--- src/hdl/segment_clip_to_frame_assert.svh ---
// assertion macros for the segment clipper
// used by segment_clip_to_frame; expects clk and rst_n in scope
`ifndef SEGMENT_CLIP_TO_FRAME_ASSERT_SVH
`define SEGMENT_CLIP_TO_FRAME_ASSERT_SVH
`ifndef SYNTH
`define SCTF_ASSERT_IMP(lbl, ante, cons) \
  lbl: assert property (@(posedge clk) disable iff (!rst_n) (ante) |-> (cons)) \
    else $error("segment clipper assertion failed");
`define SCTF_ASSERT_NXT(lbl, ante, cons) \
  lbl: assert property (@(posedge clk) disable iff (!rst_n) (ante) |=> (cons)) \
    else $error("segment clipper assertion failed");
`else
`define SCTF_ASSERT_IMP(lbl, ante, cons)
`define SCTF_ASSERT_NXT(lbl, ante, cons)
`endif
`endif

--- src/hdl/sctf_pkg.sv ---
// shared constants, types and register codes of the segment clipper
// no dependencies
package sctf_pkg;

  localparam int FRAC_BITS   = 4;
  localparam int T_FRAC_BITS = 16;
  localparam int NUM_EDGES   = 4;

  localparam int CW  = 20;               // input coordinate
  localparam int DW  = 21;               // endpoint difference
  localparam int QW  = 22;               // signed distance / direction
  localparam int MW  = 21;               // divider magnitudes
  localparam int FW  = 13;               // frame register
  localparam int LW  = FW + FRAC_BITS;   // edge limit
  localparam int RW  = T_FRAC_BITS + 3;  // signed ratio and t
  localparam int OW  = 16;               // output coordinate
  localparam int PW  = RW + DW;          // t * d product
  localparam int VW  = 24;               // placed coordinate before clamping

  localparam int DIV_STEPS = T_FRAC_BITS + 1;
  localparam int PIPE_LAT  = DIV_STEPS + 5;

  typedef enum logic [1:0] {
    REG_FRAME_WIDTH  = 2'd0,
    REG_FRAME_HEIGHT = 2'd1
  } cfg_reg_t;

  typedef struct packed {
    logic          zero;
    logic          pneg;
    logic          qnn;
    logic          neg;
    logic [MW-1:0] mag;
    logic [MW-1:0] den;
  } edge_cls_t;

  typedef struct packed {
    logic                 ok;
    logic signed [CW-1:0] ac;
    logic signed [CW-1:0] ar;
    logic signed [DW-1:0] dx;
    logic signed [DW-1:0] dy;
    logic [LW-1:0]        max_col;
    logic [LW-1:0]        max_row;
    edge_cls_t [NUM_EDGES-1:0] edg;
  } seg_entry_t;

  typedef struct packed {
    logic                 ok;
    logic signed [CW-1:0] ac;
    logic signed [CW-1:0] ar;
    logic signed [DW-1:0] dx;
    logic signed [DW-1:0] dy;
    logic [LW-1:0]        max_col;
    logic [LW-1:0]        max_row;
    logic [NUM_EDGES-1:0] zero;
    logic [NUM_EDGES-1:0] pneg;
    logic [NUM_EDGES-1:0] qnn;
  } seg_side_t;

  typedef struct packed {
    logic                 ok;
    logic signed [RW-1:0] t0;
    logic signed [RW-1:0] t1;
  } clip_t;

endpackage

--- src/hdl/sctf_queue.sv ---
// two-word queue between front end and back end
// depends on sctf_pkg
module sctf_queue import sctf_pkg::*; (
  input  logic       clk,
  input  logic       rst_n,
  input  logic       push,
  input  seg_entry_t push_entry,
  input  logic       pop,
  output logic       full,
  output logic       not_empty,
  output seg_entry_t head
);

  seg_entry_t  slot_r [2];
  logic        wr_ptr_r, wr_ptr_nxt;
  logic        rd_ptr_r, rd_ptr_nxt;
  logic [1:0]  cnt_r, cnt_nxt;
  logic        do_pop;

  assign full      = (cnt_r == 2'd2);
  assign not_empty = (cnt_r != 2'd0);
  assign do_pop    = pop && not_empty;
  assign head      = slot_r[rd_ptr_r];

  always_comb begin
    wr_ptr_nxt = push ? !wr_ptr_r : wr_ptr_r;
    rd_ptr_nxt = do_pop ? !rd_ptr_r : rd_ptr_r;
    cnt_nxt    = cnt_r + {1'b0, push} - {1'b0, do_pop};
  end

  always_ff @(posedge clk) begin
    if (!rst_n) begin
      wr_ptr_r <= 1'b0;
      rd_ptr_r <= 1'b0;
      cnt_r    <= 2'd0;
    end else begin
      wr_ptr_r <= wr_ptr_nxt;
      rd_ptr_r <= rd_ptr_nxt;
      cnt_r    <= cnt_nxt;
    end
  end

  always_ff @(posedge clk) begin
    if (push) begin
      slot_r[wr_ptr_r] <= push_entry;
    end
  end

endmodule

--- config.mk ---
export PLATFORM = sky130hd
export DESIGN_NAME = sctf_queue
export DESIGN_NICKNAME = d
export VERILOG_FILES = /design/src/hdl/segment_clip_to_frame_assert.svh /design/src/hdl/sctf_pkg.sv /design/src/hdl/sctf_queue.sv
export SDC_FILE = /design/constraint.sdc
export NUM_CORES = 1
export LEC_CHECK = 0
export BUFFER_PORTS_ARGS = -buffer_cell sky130_fd_sc_hd__clkbuf_2
export CORE_AREA = 4 4 231 233
export CTS_BUF_LIST = sky130_fd_sc_hd__clkbuf_4 sky130_fd_sc_hd__clkbuf_8 sky130_fd_sc_hd__clkbuf_16
export DETAILED_ROUTE_END_ITERATION = 10
export DIE_AREA = 0 0 235 237
export PLACE_DENSITY = 0.7
export SLEW_MARGIN = 5
export SYNTH_ARGS = -nofsm -noshare
export SYNTH_HDL_FRONTEND = slang
export SYNTH_SLANG_ARGS = --single-unit
--- constraint.sdc ---
create_clock -name clk -period 39.8 [get_ports clk]
set_input_delay 1.99 -clock clk [delete_from_list [all_inputs] [get_ports clk]]
set_output_delay 1.99 -clock clk [all_outputs]
set_load 0.05 [all_outputs]
Word level (Yosys, flattened, before mapping)
Memory sizes are Yosys's and may differ from the RTL's. A register that Yosys moved wholly into a read port is not among the register bits.
Index checks and enable logic that the tools add are counted.

cells by class
  add/subtract/negate cells = 2
  multiplexer cells = 4
  reductions and logical operators = 4
  equal/unequal tests = 1

operators with widths
  cell                  count
  $mux W1               4
  $add A2 B1 Y2         1
  $eq A2 B2 Y1 const B  1
  $logic_not A1 Y1      2
  $reduce_bool A2 Y1    1
  $sub A2 B1 Y2         1
  $logic_and A1 B1 Y1   1

storage, ports and cells
  output and inout port bits = 303
  bits in registers = 4
  word-level logic and storage cells = 15
  bits of input ports = 305
  memory bits (writable) = 602
  memories kept = 1

memory list
  name    depth  bits a word  read ports  clocked after memory_dff  write ports  RTL line          text
  slot_r  2      301          1           1                         1            sctf_queue.sv:14  seg_entry_t slot_r [2];

Longest topological paths before layout
  word-level depth = 4
  depth in mapped cells = 6
  depth with buffers taken out = 6

Worst setup path after synthesis
OpenSTA, ideal clock, no wires.

  path kind = in2reg
  from = in push
  to = reg wr_ptr_r
  path buffers = 0
  arrival time = 15.922 ns
  setup time = 0.120 ns
  cell stages on the path = 2
  required time = 39.680 ns
  setup slack = 23.758 ns
  cells stage by stage = nor2b_1 -> o21a_1

RTL lines
  what                  RTL line          text
  from (decl)           sctf_queue.sv:6   input logic push,
  to (signal assigned)  sctf_queue.sv:37  wr_ptr_r <= wr_ptr_nxt;
  to (decl)             sctf_queue.sv:15  logic wr_ptr_r, wr_ptr_nxt;

==> flow_summary.toml <==
[cells_and_area]
drive_above_1_share_pct = 61.7
fin_nets = 1912
areaGrowthSynthToFinish_pct = 25.3
fin_cells = 2339

[worst_setup_path]
critPathRequiredTime_ns = 37.81
cp-start-kind = "register"
crit_fanout = 162
cp_slowest_cell = "dfxtp_4"
r2r_slack_ns = 35.62
critPathTopFamily = "flip-flops"
worstSetupPathType = "register to output pin"
crit_buf_inv = 2
endpoint_kind = "output pin"
slowest_delay_ns = 1.07
worst_ep_arrival_time_ns = 3.34
crit_chain = "buf_12 -> mux2_2 -> clkbuf_2"

[flow_run]
drv_cap = 0

[clock_tree]
numCtsBuffers = 61
h-tree-depth = 2
cts_tree = "yes"
post_cts_resized = 0
clkSinkCount = 607
clk_latency_ns = 0.60
clk_pin_slew_ns = 0.06
root_buffer = "clkbuf_16"
postCtsSetupBuffers = 0
clockBufferDepth = 3
hold_buffers = 0

[synthesis]
avgSynthCellArea_sq_um = 23.0
syn_inst = 959
yosys_warnings = 0
seq_area_frac_synth_pct = 82.3
syn-num-nets = 1266
synth_seq_cells = 607
synth_area_sq_um = 22100
yosysUniqueCellTypes = 15

[timing]
finalSetupTns_ns = 0
finalClockSkew_ns = 0.0139
finalHoldViolCount = 0
fin_crit_sh_pct = 13.4
setup_viol = 0
relSlewSlack_pct = 21.6
fin_crit_ns = 5.33
drv_slew = 0
fmax_ghz = 0.188
worstMarginPinSlew_ns = 1.18
rsz0062_at_grt = "no"
worst_hold_slack_ns = 0.484

[route]
avgViaCountPerCell = 4.86
vias = 11400
drc = 0
wire_per_inst_microns = 20.8
drtPass1Iterations = 4
drt_wl_total_microns = 48700
drt_iter0_drc = 601
detail-route-antenna-nets = 0

[grt]
antenna_found_initial = 5
grt_pass1_wl_microns = 71600
grt_max_degree = 167
grt-ovfl-total = 0
first_global_vias = 12100
grt_use_total_pct = 16.7

[power_and_ir_drop]
ir_worst_vdd_v = 0.0000589
cellPowerDensity_nw_per_um2 = 64.5
p_leak_nw = 10.4

[min_path]
hold_class = "register to register"

[placed_design]
port_buffers = 607
dp_hpwl_microns = 33600
post-place-cells = 2222
place_congestion = 0.824

[floorplan]
die_y_microns = 237
core.rowCount = 83
io_pins = 608
initial_utilization_pct = 43.1
die_width_microns = 235
core_sq_um = 51200
die_area_sq_um = 55700

[run_status]
status = "finished, final reports clean"
[metal layers]
layer,part of all wire (%),up-vias,global-route usage (%)
li1,-,5148,-
met1,36,5678,18.9
met4,2.9,4,5.48
met2,52,448,29.6
met3,8.4,93,5.71
met5,0.045,-,0
[final cells by class]
type                       instances  area (sq um)
antenna                            3          7.51
clock buffer                      75          1700
clock inverter                    39           259
sequential                       607         18200
fill                            4046         23500
timing repair buffer             616          3130
tap                              680           851
inverter                           2          7.51
multi-input combinational        317          3540
[Yosys cell counts (all sizes together)]
cell | count | area share [%]
buf | 33 | 1.7
o21a | 2 | 0.068
dfxtp | 5 | 0.45
nand2b | 1 | 0.028
mux2 | 301 | 15
nor2b | 4 | 0.11
and2 | 2 | 0.057
xnor3 | 1 | 0.10
nand2 | 1 | 0.017
edfxtp | 602 | 82
ha | 2 | 0.11
mux2i | 2 | 0.091
or2 | 1 | 0.028
inv | 2 | 0.034
[sequential cells by signal, summed over array words and instances (netlist names), named ones only]
register and count:
slot_r 602, cnt_r 2, rd_ptr_r 1, wr_ptr_r 1
[where the power goes]
part           switching, W  leakage [nW]  internal (W)
logic              0.000345          3.75      0.000134
registers         0.0000176          5.69      0.000741
clock network      0.000231         0.981      0.000315
[cells in the final DEF, fill, tap and decap left out, drive strengths merged, types with 3 or more instances in the layout]
cell type,netlist,layout
clkbuf,0,682
inv,2,7
edfxtp,602,602
dfxtp,5,5
diode,0,3
clkinv,0,30
buf,33,9
mux2,301,301
nor2b,4,4
[stage by stage]
| step | util, % | setup slack, ns | power [W] | cell area [sq um] |
|---|---|---|---|---|
| 2_1_floorplan | - | 23.76 | 0.00116 | 22100 |
| 3_3_place_gp | 50.2 | 33.85 | 0.00125 | 25700 |
| 3_5_place_dp | 50.2 | 33.82 | 0.00126 | 25700 |
| 4_1_cts | 54.0 | 34.44 | 0.00181 | 27700 |
| 5_1_grt | 54.0 | 34.24 | 0.00185 | 27700 |
| 6_report | 54.0 | 34.47 | 0.00178 | 27700 |
[kinds of logic after synthesis]
logic type,Yosys count,share of synthesized area [%]
simple gates,9,0.244
buf+inv,35,1.69
mux,303,15.4
flops,607,82.3
compound gates,2,0.0680
fa+ha+maj,2,0.113
xor+xnor,1,0.102
[worst paths after layout]
| kind | start | cells after the start | endpoint |
|---|---|---|---|
| worst max-delay path | register | 3 | head[161] |
| worst min-delay path | rd_ptr_r$_SDFFE_PN0P_ | 2 | register |
| worst max register to register | wr_ptr_r$_SDFFE_PN0P_ | 4 | slot_r[1][69]$_DFFE_PP_ |
| worst min register to register | rd_ptr_r$_SDFFE_PN0P_ | 2 | register |
[worst reg2reg max path, stage by stage (launching register included)]
cell and delay, ns:
dfxtp_1 0.39, and2_4 0.66, buf_4 0.83, buf_4 0.93, buf_4 0.95
Power figures use the tool's default switching activity.
