===== src/hdl/segment_clip_to_frame_assert.svh =====
// assertion macros for the segment clipper
// used by segment_clip_to_frame; expects clk and rst_n in scope
`ifndef SEGMENT_CLIP_TO_FRAME_ASSERT_SVH
`define SEGMENT_CLIP_TO_FRAME_ASSERT_SVH
`ifndef SYNTH
`define SCTF_ASSERT_IMP(lbl, ante, cons) \
  lbl: assert property (@(posedge clk) disable iff (!rst_n) (ante) |-> (cons)) \
    else $error("segment clipper assertion failed");
`define SCTF_ASSERT_NXT(lbl, ante, cons) \
  lbl: assert property (@(posedge clk) disable iff (!rst_n) (ante) |=> (cons)) \
    else $error("segment clipper assertion failed");
`else
`define SCTF_ASSERT_IMP(lbl, ante, cons)
`define SCTF_ASSERT_NXT(lbl, ante, cons)
`endif
`endif


===== src/hdl/sctf_pkg.sv =====
// shared constants, types and register codes of the segment clipper
// no dependencies
package sctf_pkg;

  localparam int FRAC_BITS   = 4;
  localparam int T_FRAC_BITS = 16;
  localparam int NUM_EDGES   = 4;

  localparam int CW  = 20;               // input coordinate
  localparam int DW  = 21;               // endpoint difference
  localparam int QW  = 22;               // signed distance / direction
  localparam int MW  = 21;               // divider magnitudes
  localparam int FW  = 13;               // frame register
  localparam int LW  = FW + FRAC_BITS;   // edge limit
  localparam int RW  = T_FRAC_BITS + 3;  // signed ratio and t
  localparam int OW  = 16;               // output coordinate
  localparam int PW  = RW + DW;          // t * d product
  localparam int VW  = 24;               // placed coordinate before clamping

  localparam int DIV_STEPS = T_FRAC_BITS + 1;
  localparam int PIPE_LAT  = DIV_STEPS + 5;

  typedef enum logic [1:0] {
    REG_FRAME_WIDTH  = 2'd0,
    REG_FRAME_HEIGHT = 2'd1
  } cfg_reg_t;

  typedef struct packed {
    logic          zero;
    logic          pneg;
    logic          qnn;
    logic          neg;
    logic [MW-1:0] mag;
    logic [MW-1:0] den;
  } edge_cls_t;

  typedef struct packed {
    logic                 ok;
    logic signed [CW-1:0] ac;
    logic signed [CW-1:0] ar;
    logic signed [DW-1:0] dx;
    logic signed [DW-1:0] dy;
    logic [LW-1:0]        max_col;
    logic [LW-1:0]        max_row;
    edge_cls_t [NUM_EDGES-1:0] edg;
  } seg_entry_t;

  typedef struct packed {
    logic                 ok;
    logic signed [CW-1:0] ac;
    logic signed [CW-1:0] ar;
    logic signed [DW-1:0] dx;
    logic signed [DW-1:0] dy;
    logic [LW-1:0]        max_col;
    logic [LW-1:0]        max_row;
    logic [NUM_EDGES-1:0] zero;
    logic [NUM_EDGES-1:0] pneg;
    logic [NUM_EDGES-1:0] qnn;
  } seg_side_t;

  typedef struct packed {
    logic                 ok;
    logic signed [RW-1:0] t0;
    logic signed [RW-1:0] t1;
  } clip_t;

endpackage


===== src/hdl/sctf_front.sv =====
// front end: turns a segment and the frame size into per-edge divide jobs
// depends on sctf_pkg
module sctf_front import sctf_pkg::*; (
  input  logic [FW-1:0]        frame_width,
  input  logic [FW-1:0]        frame_height,
  input  logic signed [CW-1:0] a_col,
  input  logic signed [CW-1:0] a_row,
  input  logic signed [CW-1:0] b_col,
  input  logic signed [CW-1:0] b_row,
  output seg_entry_t           entry
);

  logic signed [DW-1:0] dx, dy;
  logic [LW-1:0]        max_col, max_row;
  logic signed [QW-1:0] pv [NUM_EDGES];
  logic signed [QW-1:0] qv [NUM_EDGES];
  logic signed [QW-1:0] pneg_v [NUM_EDGES];
  logic signed [QW-1:0] qneg_v [NUM_EDGES];

  assign dx = $signed({b_col[CW-1], b_col}) - $signed({a_col[CW-1], a_col});
  assign dy = $signed({b_row[CW-1], b_row}) - $signed({a_row[CW-1], a_row});
  assign max_col = {frame_width - FW'(1), {FRAC_BITS{1'b0}}};
  assign max_row = {frame_height - FW'(1), {FRAC_BITS{1'b0}}};

  always_comb begin
    // left, right, top, bottom
    pv[0] = -$signed({dx[DW-1], dx});
    qv[0] = $signed({{(QW-CW){a_col[CW-1]}}, a_col});
    pv[1] = $signed({dx[DW-1], dx});
    qv[1] = $signed({{(QW-LW){1'b0}}, max_col}) - $signed({{(QW-CW){a_col[CW-1]}}, a_col});
    pv[2] = -$signed({dy[DW-1], dy});
    qv[2] = $signed({{(QW-CW){a_row[CW-1]}}, a_row});
    pv[3] = $signed({dy[DW-1], dy});
    qv[3] = $signed({{(QW-LW){1'b0}}, max_row}) - $signed({{(QW-CW){a_row[CW-1]}}, a_row});
    entry.ok      = (frame_width != '0) && (frame_height != '0);
    entry.ac      = a_col;
    entry.ar      = a_row;
    entry.dx      = dx;
    entry.dy      = dy;
    entry.max_col = max_col;
    entry.max_row = max_row;
    for (int k = 0; k < NUM_EDGES; k++) begin
      pneg_v[k] = -pv[k];
      qneg_v[k] = -qv[k];
      entry.edg[k].zero = (pv[k] == '0);
      entry.edg[k].pneg = pv[k][QW-1];
      entry.edg[k].qnn  = !qv[k][QW-1];
      // sign of the scaled numerator seen by the divider
      entry.edg[k].neg  = pv[k][QW-1] ? (!qv[k][QW-1] && (qv[k] != '0)) : qv[k][QW-1];
      entry.edg[k].mag  = qv[k][QW-1] ? qneg_v[k][MW-1:0] : qv[k][MW-1:0];
      entry.edg[k].den  = pv[k][QW-1] ? pneg_v[k][MW-1:0] : pv[k][MW-1:0];
    end
  end

endmodule


===== config.mk =====
export PLATFORM = sky130hd
export DESIGN_NAME = sctf_front
export DESIGN_NICKNAME = d
export VERILOG_FILES = /design/src/hdl/segment_clip_to_frame_assert.svh /design/src/hdl/sctf_pkg.sv /design/src/hdl/sctf_front.sv
export SDC_FILE = /design/constraint.sdc
export NUM_CORES = 1
export LEC_CHECK = 0
export BUFFER_PORTS_ARGS = -buffer_cell sky130_fd_sc_hd__buf_2
export CORE_AREA = 2 2 157 159
export DETAILED_ROUTE_END_ITERATION = 10
export DIE_AREA = 0 0 159 161
export PLACE_DENSITY_LB_ADDON = 0.1
export SYNTH_ARGS = -nofsm -noshare
export SYNTH_HDL_FRONTEND = slang
export SYNTH_SLANG_ARGS = --single-unit

===== constraint.sdc =====
create_clock -name vclk -period 7.3
set_input_delay 0.73 -clock vclk [all_inputs]
set_output_delay 0.73 -clock vclk [all_outputs]
set_load 0.1 [all_outputs]

Word-level counts from Yosys, hierarchy flattened

Index checks and enable logic that the tools add are counted.

Bits in registers: 0
Input port bits: 106
Output and inout port bits: 301

Add/sub/neg operators: 14
Multiplexer cells: 12
Reductions and logical operators: 19

Operator list:

| cell                                                | number |
|---|---|
| 2-to-1 mux 21 bit                                   | 8 |
| logical NOT 22 bit                                  | 4 |
| nonzero test 22 bit                                 | 4 |
| negation 21 bit                                     | 4 |
| negation 21 -> 22 bit                               | 2 |
| negation 20 -> 21 bit                               | 2 |
| subtractor 18 x 20 -> 21 bit                        | 2 |
| subtractor 20 x 20 -> 21 bit                        | 2 |
| nonzero test 13 bit                                 | 2 |
| subtractor 13 x 1 -> 13 bit (second input constant) | 2 |
| logical AND 1 bit                                   | 5 |
| logical NOT 1 bit                                   | 4 |
| 2-to-1 mux 1 bit                                    | 4 |

Longest topological paths before layout

Gate-level depths: netlist of the first run.

Depth in word-level cells: 5
Mapped depth: 18
Mapped depth without buffers: 18

Worst setup path before layout of the first run

OpenSTA, ideal clock, no wires.

Path type: input port to output port
Start point: input port frame_height[0]
End point: output port entry[180] (netlist bit)
Data arrival time: 8.524 ns
Path slack: -1.954 ns
Stages: 17
Buffers on the path: 1
Path through: inv_1 ha_1 nand2_1 xnor2_1 ha_1 nor2_1 o31ai_1 a21oi_1 o21bai_1 o221ai_1 a31oi_1 nor2_1 a21oi_1 inv_1 buf_1 nand2_1 o21ai_0

RTL lines:

| what               | line             | RTL |
|---|---|---|
| start: declaration | sctf_front.sv:5  | `input logic [FW-1:0] frame_height,` |
| end: declaration   | sctf_front.sv:10 | `output seg_entry_t entry` |

==> flow_summary.ini, run 1 <==
[route]
ant_nets = 0
via_per_inst = 5.52
drc = 0
drt_iter0_markers = 602
wl_um = 35300
routedWlPerCell_um = 17.3
vias = 11219
drt_pass1_iterations = 5

[job]
maxCapViolations = 0

[final_layout]
syn2layout_area_growth_pct = 24.3
post-route-util = 0.481
nClkBuffers = 0
design_area_sq_um = 11500
nets = 1888
seq_cells = 0
drive_above_1_share = 0.288
final-seq-area_sq_um = 0

[die]
die_w_um = 159
pin_count = 407
core-area_sq_um = 24000
die_h_um = 161
start_util = 0.387
rows = 57
dieArea_sq_um = 25600

[timing]
fin_hold_ws_ns = 1.87
fin_setup_tns_ns = 0
worst_slack_ns = 0.694
rsz0062_at_grt = false
relSlewSlack = 0.240
period_needed_ns = 6.61
worst_pin_slew_ns = 1.13
final-hold-violation-count = 0
fmax_ghz = 0.151
slew_violations = 0
setup_viol = 0
final.period_utilization = 0.905

[clocking]
cts_setup_buffers = 0
ctsHoldBuffers = 0
cts_resized = 0

[global_route]
antenna_found_initial = 8
grt_pass1_vias = 10814
grt_pass1_wl_um = 55400
overflow = 0
grt_max_degree = 26
groute.usage.overall = 0.258

[synthesis]
ys_seq_area_frac = 0
synthCells = 1405
syn_avg_cell_area_sq_um = 6.60
yosysWarningCount = 0
synth.cell_area_sq_um = 9270
synth_cell_types = 98

[placement]
post_dp_cell_area_sq_um = 11500
place_hpwl_um = 30000
place_congestion = 0.909
port_buffers = 395
pre_cts_slack_ns = 0.768

[worst_setup_path]
critPathCapture = entry[6]
cp-startpoint = a_col[0]
crit_path_max_fanout = 20
startpoint_type = primary input
cp.required_ns = 6.57
criticalPathCategory = in2out
end_kind = output port
arrival_ns = 5.88

[pwr]
netSwitchingPower_uw = 3140
p_leak_uw = 0.00531
p_comb_frac = 1.000
p_int_uw = 648
p_clk_frac = 0
p_per_area_nw_per_um2 = 329
p_seq_frac = 0
p_sw_frac = 0.829
peakVddDrop_mv = 0.309

[worst_hold_path]
hold_path_depth = 2
min_path_type = in2out

[run_status]
status = complete, no violations
-- through the flow --
| step | total power, uW | cells |
|---|---|---|
| floorplan | 3270 | 1416 |
| finish | 3790 | 2034 |
| global route | 3930 | 2030 |
| CTS | 3800 | 2027 |
| detailed placement | 3790 | 2027 |
| global placement | 3780 | 2027 |
-- layout make-up --
class / count / area (sq um)
fillers: 2533 / 12400
inverters: 100 / 375
well taps: 324 / 405
repair buffers: 401 / 2020
diodes: 7 / 17.5
multi-input cells: 1202 / 8710
-- how the worst min path moves through the flow --
stage               startpoint         end
5_1_grt               a_row[7]  entry[267]
4_1_cts               a_row[7]  entry[267]
6_report             a_col[16]  entry[296]
2_1_floorplan  frame_height[8]  entry[196]
3_5_place_dp          a_row[7]  entry[267]
3_3_place_gp         a_col[16]  entry[296]
-- cells in the mapped netlist (13+ instances only) --
cell type  count  area [sq um]
nand4_1       16           100
nand3_1       46           230
nand2b_1      13          81.3
a211oi_1      19           143
nor4_1        20           125
o21ai_0       77           385
clkbuf_1      44           165
a21o_1        26           195
and2_1        15          93.8
o21a_1        16           120
a31oi_1       18           113
a21oi_1       69           345
o31ai_1       23           173
nor3_1        54           270
xor2_1        58           508
ha_1          75           938
nor2_1       140           526
xnor2_1      171          1500
nand2_1      112           420
buf_4         63           473
inv_1         95           357
or3_1         13          81.3
-- cells in the final DEF, fill, tap and decap left out, types with 15 or more instances in the layout --
cell type	count
xnor2_1	152
nand2_1	112
buf_2	395
inv_1	94
xor2_2	20
a21o_1	26
a211oi_1	18
a31oi_1	17
o31ai_1	22
nor3_1	54
and2_1	15
o21ai_0	74
nand4_1	16
nor4_1	20
nor2_1	140
xor2_1	37
nand3_1	46
ha_1	75
a21oi_1	68
o21a_1	16
-- critical path: stages --
cell       delay, ns
buf_2           0.16
ha_1            0.23
fa_1            0.40
xor2_1          0.39
inv_1           0.14
nor3b_1         0.23
mux2i_1         0.21
a2111oi_2       0.60
nand4_1         0.25
nor3_1          0.34
and4b_1         0.31
a21o_1          0.56
clkinv_1        0.43
o31ai_1         0.16
a22oi_1         0.14
xnor2_2         0.15
buf_2           0.43
-- routing by layer --
layer  vias to the layer above  track usage  share of wire
li1                       5546            -              -
met1                      5183        0.292           0.40
met2                       422        0.510           0.52
met3                        62       0.0339          0.060
met4                         6       0.0566          0.024
met5                         -            0         0.0010
-- logic make-up after synthesis --
logic type,share of synthesized area
AND/OR/NAND/NOR,0.282
other,0.000404
AO/OA/AOI/OAI,0.265
multiplexers,0.0103
adder cells (fa/ha/maj),0.106
buffers and inverters,0.113
XOR/XNOR,0.224
-- power groups by stage --
stage	Sequential, uW	Clock (uW)	Combinational [uW]
final	0	0.000128	3790
after global routing	0	0.0000550	3930
after CTS	0	0	3800
after detailed placement	0	0	3790
after global placement	0	0	3780
after floorplan	0	0	3270
Note: power is estimated with default switching activity, not from simulation.
==> run 2, diff against run 1 <==
clock period = 7.6 ns   (was 7.3 ns; I/O delays follow)
==> run 2 against run 1 <==
Net effect: via count barely moved; total power fell by 4.1%; global-route usage rose by 0.093 points; largest power group unchanged; first-iteration DRC count rose by 6.3%; worst hold slack improved by 0.056 ns; critical path type unchanged; setup slack improved by 0.54 ns; clock-buffer cell count did not move; critical path depth rose by 1; non-clock buffer count did not move; sequential share of layout area did not move.
==> flow_summary.ini, run 2 (synthesis results as in run 1) <==
[global_route]
groute.usage.overall = 0.259
grt_pass1_vias = 10755
antenna_found_initial = 6
grt_pass1_wl_um = 55500
grt_max_degree = 26
overflow = 0

[pwr]
p_leak_uw = 0.00527
p_per_area_nw_per_um2 = 319
netSwitchingPower_uw = 3020
p_comb_frac = 1.000
p_seq_frac = 0
p_int_uw = 619
p_clk_frac = 0
p_sw_frac = 0.830
peakVddDrop_mv = 0.292

[route]
top_layer = met5
drt_pass1_iterations = 5
via_per_inst = 5.52
vias = 11220
drt_iter0_markers = 640
wirelength_met1_um = 13900
dr_wl_met2_um = 18400
wl_um = 35500
ant_nets = 0
routedWlPerCell_um = 17.5
drc = 0
wl_met3_um = 2200

[placement]
numPlacedInstances = 2027
place_congestion = 0.927
port_buffers = 395
pre_cts_slack_ns = 1.30
place_hpwl_um = 30100

[worst_setup_path]
slowest_delay_ns = 0.61
arrival_ns = 5.60
startpoint_type = primary input
cpMaxStageDelayCell = a2111oi_2
path_common_cell = buf_2
end_kind = output port
crit_path_max_fanout = 20
criticalPathCategory = in2out
cp.required_ns = 6.84
path_cells = buf_2 -> ha_1 -> fa_1 -> xor2_1 -> inv_1 -> nor3b_1 -> mux2i_1 -> a2111oi_2 -> nand4_1 -> nor3_1 -> and4b_1 -> a21o_1 -> buf_4 -> clkinv_1 -> o31ai_1 -> a22oi_1 -> xnor2_1 -> buf_2

[timing]
slew_violations = 0
final-hold-violation-count = 0
fmax_ghz = 0.157
worst_pin_slew_ns = 1.08
final.period_utilization = 0.837
rsz0062_at_grt = false
worst_slack_ns = 1.24
period_needed_ns = 6.36
relSlewSlack = 0.277
setup_viol = 0

[worst_hold_path]
hp-start = a_row[7]
hold_end = entry[267]
hold_path_depth = 2
min_path_type = in2out

[clocking]
ctsHoldBuffers = 0
cts_setup_buffers = 0
cts_resized = 0

[final_layout]
nClkBuffers = 0
seq_cells = 0
drive_above_1_share = 0.282
nets = 1888
layout_common_cells = buf_2 (395), xnor2_1 (156), nor2_1 (140), nand2_1 (112), inv_1 (94)
layout_commonest_cell = buf_2
final-seq-area_sq_um = 0
fin_cells = 2031
syn2layout_area_growth_pct = 22.7

[die]
start_util = 0.387
die_h_um = 161
die_w_um = 159
rows = 57
dieArea_sq_um = 25600
pin_count = 407
core-area_sq_um = 24000

[run_status]
status = complete, no violations

[job]
maxCapViolations = 0
## run 2: critical path: cells and delay by family
| family | cells | cell delay, ns |
|---|---|---|
| fa+ha+maj | 2 | 0.62 |
| buf+inv | 5 | 1.26 |
| simple gates | 4 | 1.15 |
| mux | 1 | 0.21 |
| compound gates | 4 | 1.01 |
| xor+xnor | 2 | 0.58 |
## run 2: per-stage QoR
step / instance area, sq um / power [uW] / TNS (ns) / util / hold slack (ns)
detailed placement: 11400 / 3630 / 0 / 0.475 / 1.93
global placement: 11400 / 3630 / 0 / 0.475 / 1.93
CTS: 11400 / 3640 / 0 / 0.475 / 1.93
global route: 11400 / 3770 / 0 / 0.475 / 1.93
finish: 11400 / 3630 / 0 / 0.475 / 1.93
floorplan: 9630 / 3140 / -0.425 / - / 1.73
## run 2: power by group through the flow
stage	clock (uW)	combinational, uW	sequential, uW
finish	0.0000706	3630	0
floorplan	0	3140	0
global placement	0	3630	0
detailed placement	0	3630	0
global route	0.0000529	3770	0
CTS	0	3640	0
## run 2: area by class of cell
cell class                 instances  area, sq um
fill                            2632        12600
multi-input combinational       1202         8570
timing repair buffer             401         2020
tap                              324          405
inverter                         100          375
antenna                            4         10.0
## run 2: worst max path at each step
stage,startpoint,to,slack (ns),cells after the start
after floorplan,frame_height[0],entry[180],-0.29,17
after global placement,a_col[0],entry[6],1.34,18
after detailed placement,a_col[0],entry[6],1.30,18
after CTS,a_col[0],entry[6],1.27,18
after global routing,a_col[0],entry[6],0.81,18
final,a_col[0],entry[6],1.24,18
## run 2: per-layer routing
layer  global-route usage  vias to the layer above
met3               0.0336                       58
met2                0.506                      412
li1                     -                     5540
met5                    0                        -
met1                0.293                     5206
met4               0.0723                        4
==> run 3, diff against run 2 <==
CORE_AREA = 2 2 159 161   (was 2 2 157 159)
DIE_AREA = 0 0 161 163   (was 0 0 159 161)
clock period = 5.5 ns   (was 7.6 ns; I/O delays follow)
==> run 3 against run 2 <==
Net effect: first-iteration DRC count grew 8.4%; design area grew 31%; combinational power increased by 72%; non-clock buffer count up 50; critical endpoint is now entry[111]; largest cell class unchanged.
==> flow_summary.ini, run 3 (synthesis results as in run 1) <==
[run_status]
status = complete, no violations

[pwr]
peakVddDrop_mv = 0.491
p_per_area_nw_per_um2 = 418
p_leak_uw = 0.00647
p_total_uw = 6240

[die]
die_w_um = 161
core-area_sq_um = 24700
rows = 58
start_util = 0.376
die_h_um = 163
dieArea_sq_um = 26200
pin_count = 407

[clocking]
cts_setup_buffers = 0

[worst_setup_path]
crit_path_max_fanout = 6
end_kind = output port
startpoint_type = primary input
criticalPathCategory = in2out
arrival_ns = 4.79
path_common_cell = or3_4
cpMaxStageDelayCell = or4_4
cp.required_ns = 4.95
path_cells = buf_2 -> clkinvlp_4 -> ha_4 -> and2_4 -> a221oi_2 -> a21oi_1 -> or3_1 -> a211o_4 -> or4_4 -> or3_4 -> or3_4 -> xnor2_4 -> a41oi_1 -> mux2_1 -> buf_4
slowest_delay_ns = 0.45

[worst_hold_path]
min_path_type = in2out

[final_layout]
nets = 1938
fin_cells = 2088
syn2layout_area_growth_pct = 61.0
drive_above_1_share = 0.394
layout_commonest_cell = buf_2
final-seq-area_sq_um = 0
seq_cells = 0
nFillCells = 2228
layout_common_cells = buf_2 (308), nor2_1 (134), nand2_1 (110), xnor2_1 (95), buf_12 (86)
nClkBuffers = 0
multi_input_area_sq_um = 10400

[route]
drt_pass1_iterations = 5
drc = 0
vias = 11554
ant_nets = 0
wl_um = 36800
routedWlPerCell_um = 17.6
drt_iter0_markers = 694
via_per_inst = 5.53

[placement]
numPlacedInstances = 2083
place_congestion = 0.947
port_buffers = 395
place_hpwl_um = 31600

[timing]
fmax_ghz = 0.187
period_needed_ns = 5.34
setup_viol = 0
final-hold-violation-count = 0
final.period_utilization = 0.971
relSlewSlack = 0.355
slew_violations = 0
worst_pin_slew_ns = 0.961

[global_route]
groute.usage.overall = 0.265
overflow = 0
grt_max_degree = 26
grt_pass1_vias = 11021
grt_pass1_wl_um = 57200
antenna_found_initial = 9

[job]
maxCapViolations = 0
-- run 3: timing repair --
item | 4_1_cts | 5_1_grt
setup endpoints to repair | 0 | 15
hold buffers | 0 | 0
resized for setup | 0 | 15
hold endpoints to repair | 0 | 0
-- run 3: final cells by class --
class | count | share of cell area
multi-input cells | 1202 | 0.695
repair buffers | 451 | 0.247
inverters | 100 | 0.0293
well taps | 330 | 0.0277
diodes | 5 | 0.000838
-- run 3: path summary, 6_finish.rpt --
check	from	end	slack [ns]	depth (start not counted)
max	a_row[3]	entry[111]	0.16	15
min	a_col[16]	entry[296]	1.50	2
-- run 3: critical path: cells and delay by family --
| family | cells | cell delay [ns] |
|---|---|---|
| adders and majority gates | 1 | 0.29 |
| xor gates and xnor gates | 1 | 0.18 |
| muxes | 1 | 0.35 |
| AOI/OAI and AO/OA | 4 | 1.11 |
| and+or+nand+nor | 5 | 1.81 |
| buffers and inverters | 3 | 0.51 |
-- run 3: where the power goes --
part | internal, uW | switching, uW | total (uW)
Sequential | 0 | 0 | 0
Clock | 0.000122 | 0 | 0.000122
Combinational | 1750 | 4490 | 6240
Total | 1750 | 4490 | 6240
-- run 3: per-layer routing --
layer  vias up  track usage  share of wire
met3        74       0.0280          0.051
met1      5422        0.294           0.38
li1       5628            -              -
met2       422        0.530           0.54
met5         -            0         0.0014
met4         8       0.0686          0.029
-- run 3: per-stage QoR --
stage                     TNS, ns  instance area (sq um)  hold slack [ns]  worst slack (ns)  utilization
after floorplan             -5.88                  11500             1.30             -1.67            -
after global placement          0                  14800             1.50             0.208        0.602
after detailed placement        0                  14800             1.50             0.142        0.602
after CTS                       0                  14800             1.50             0.143        0.602
after global routing      -0.0420                  14900             1.51           -0.0385        0.605
final                           0                  14900             1.50             0.157        0.605
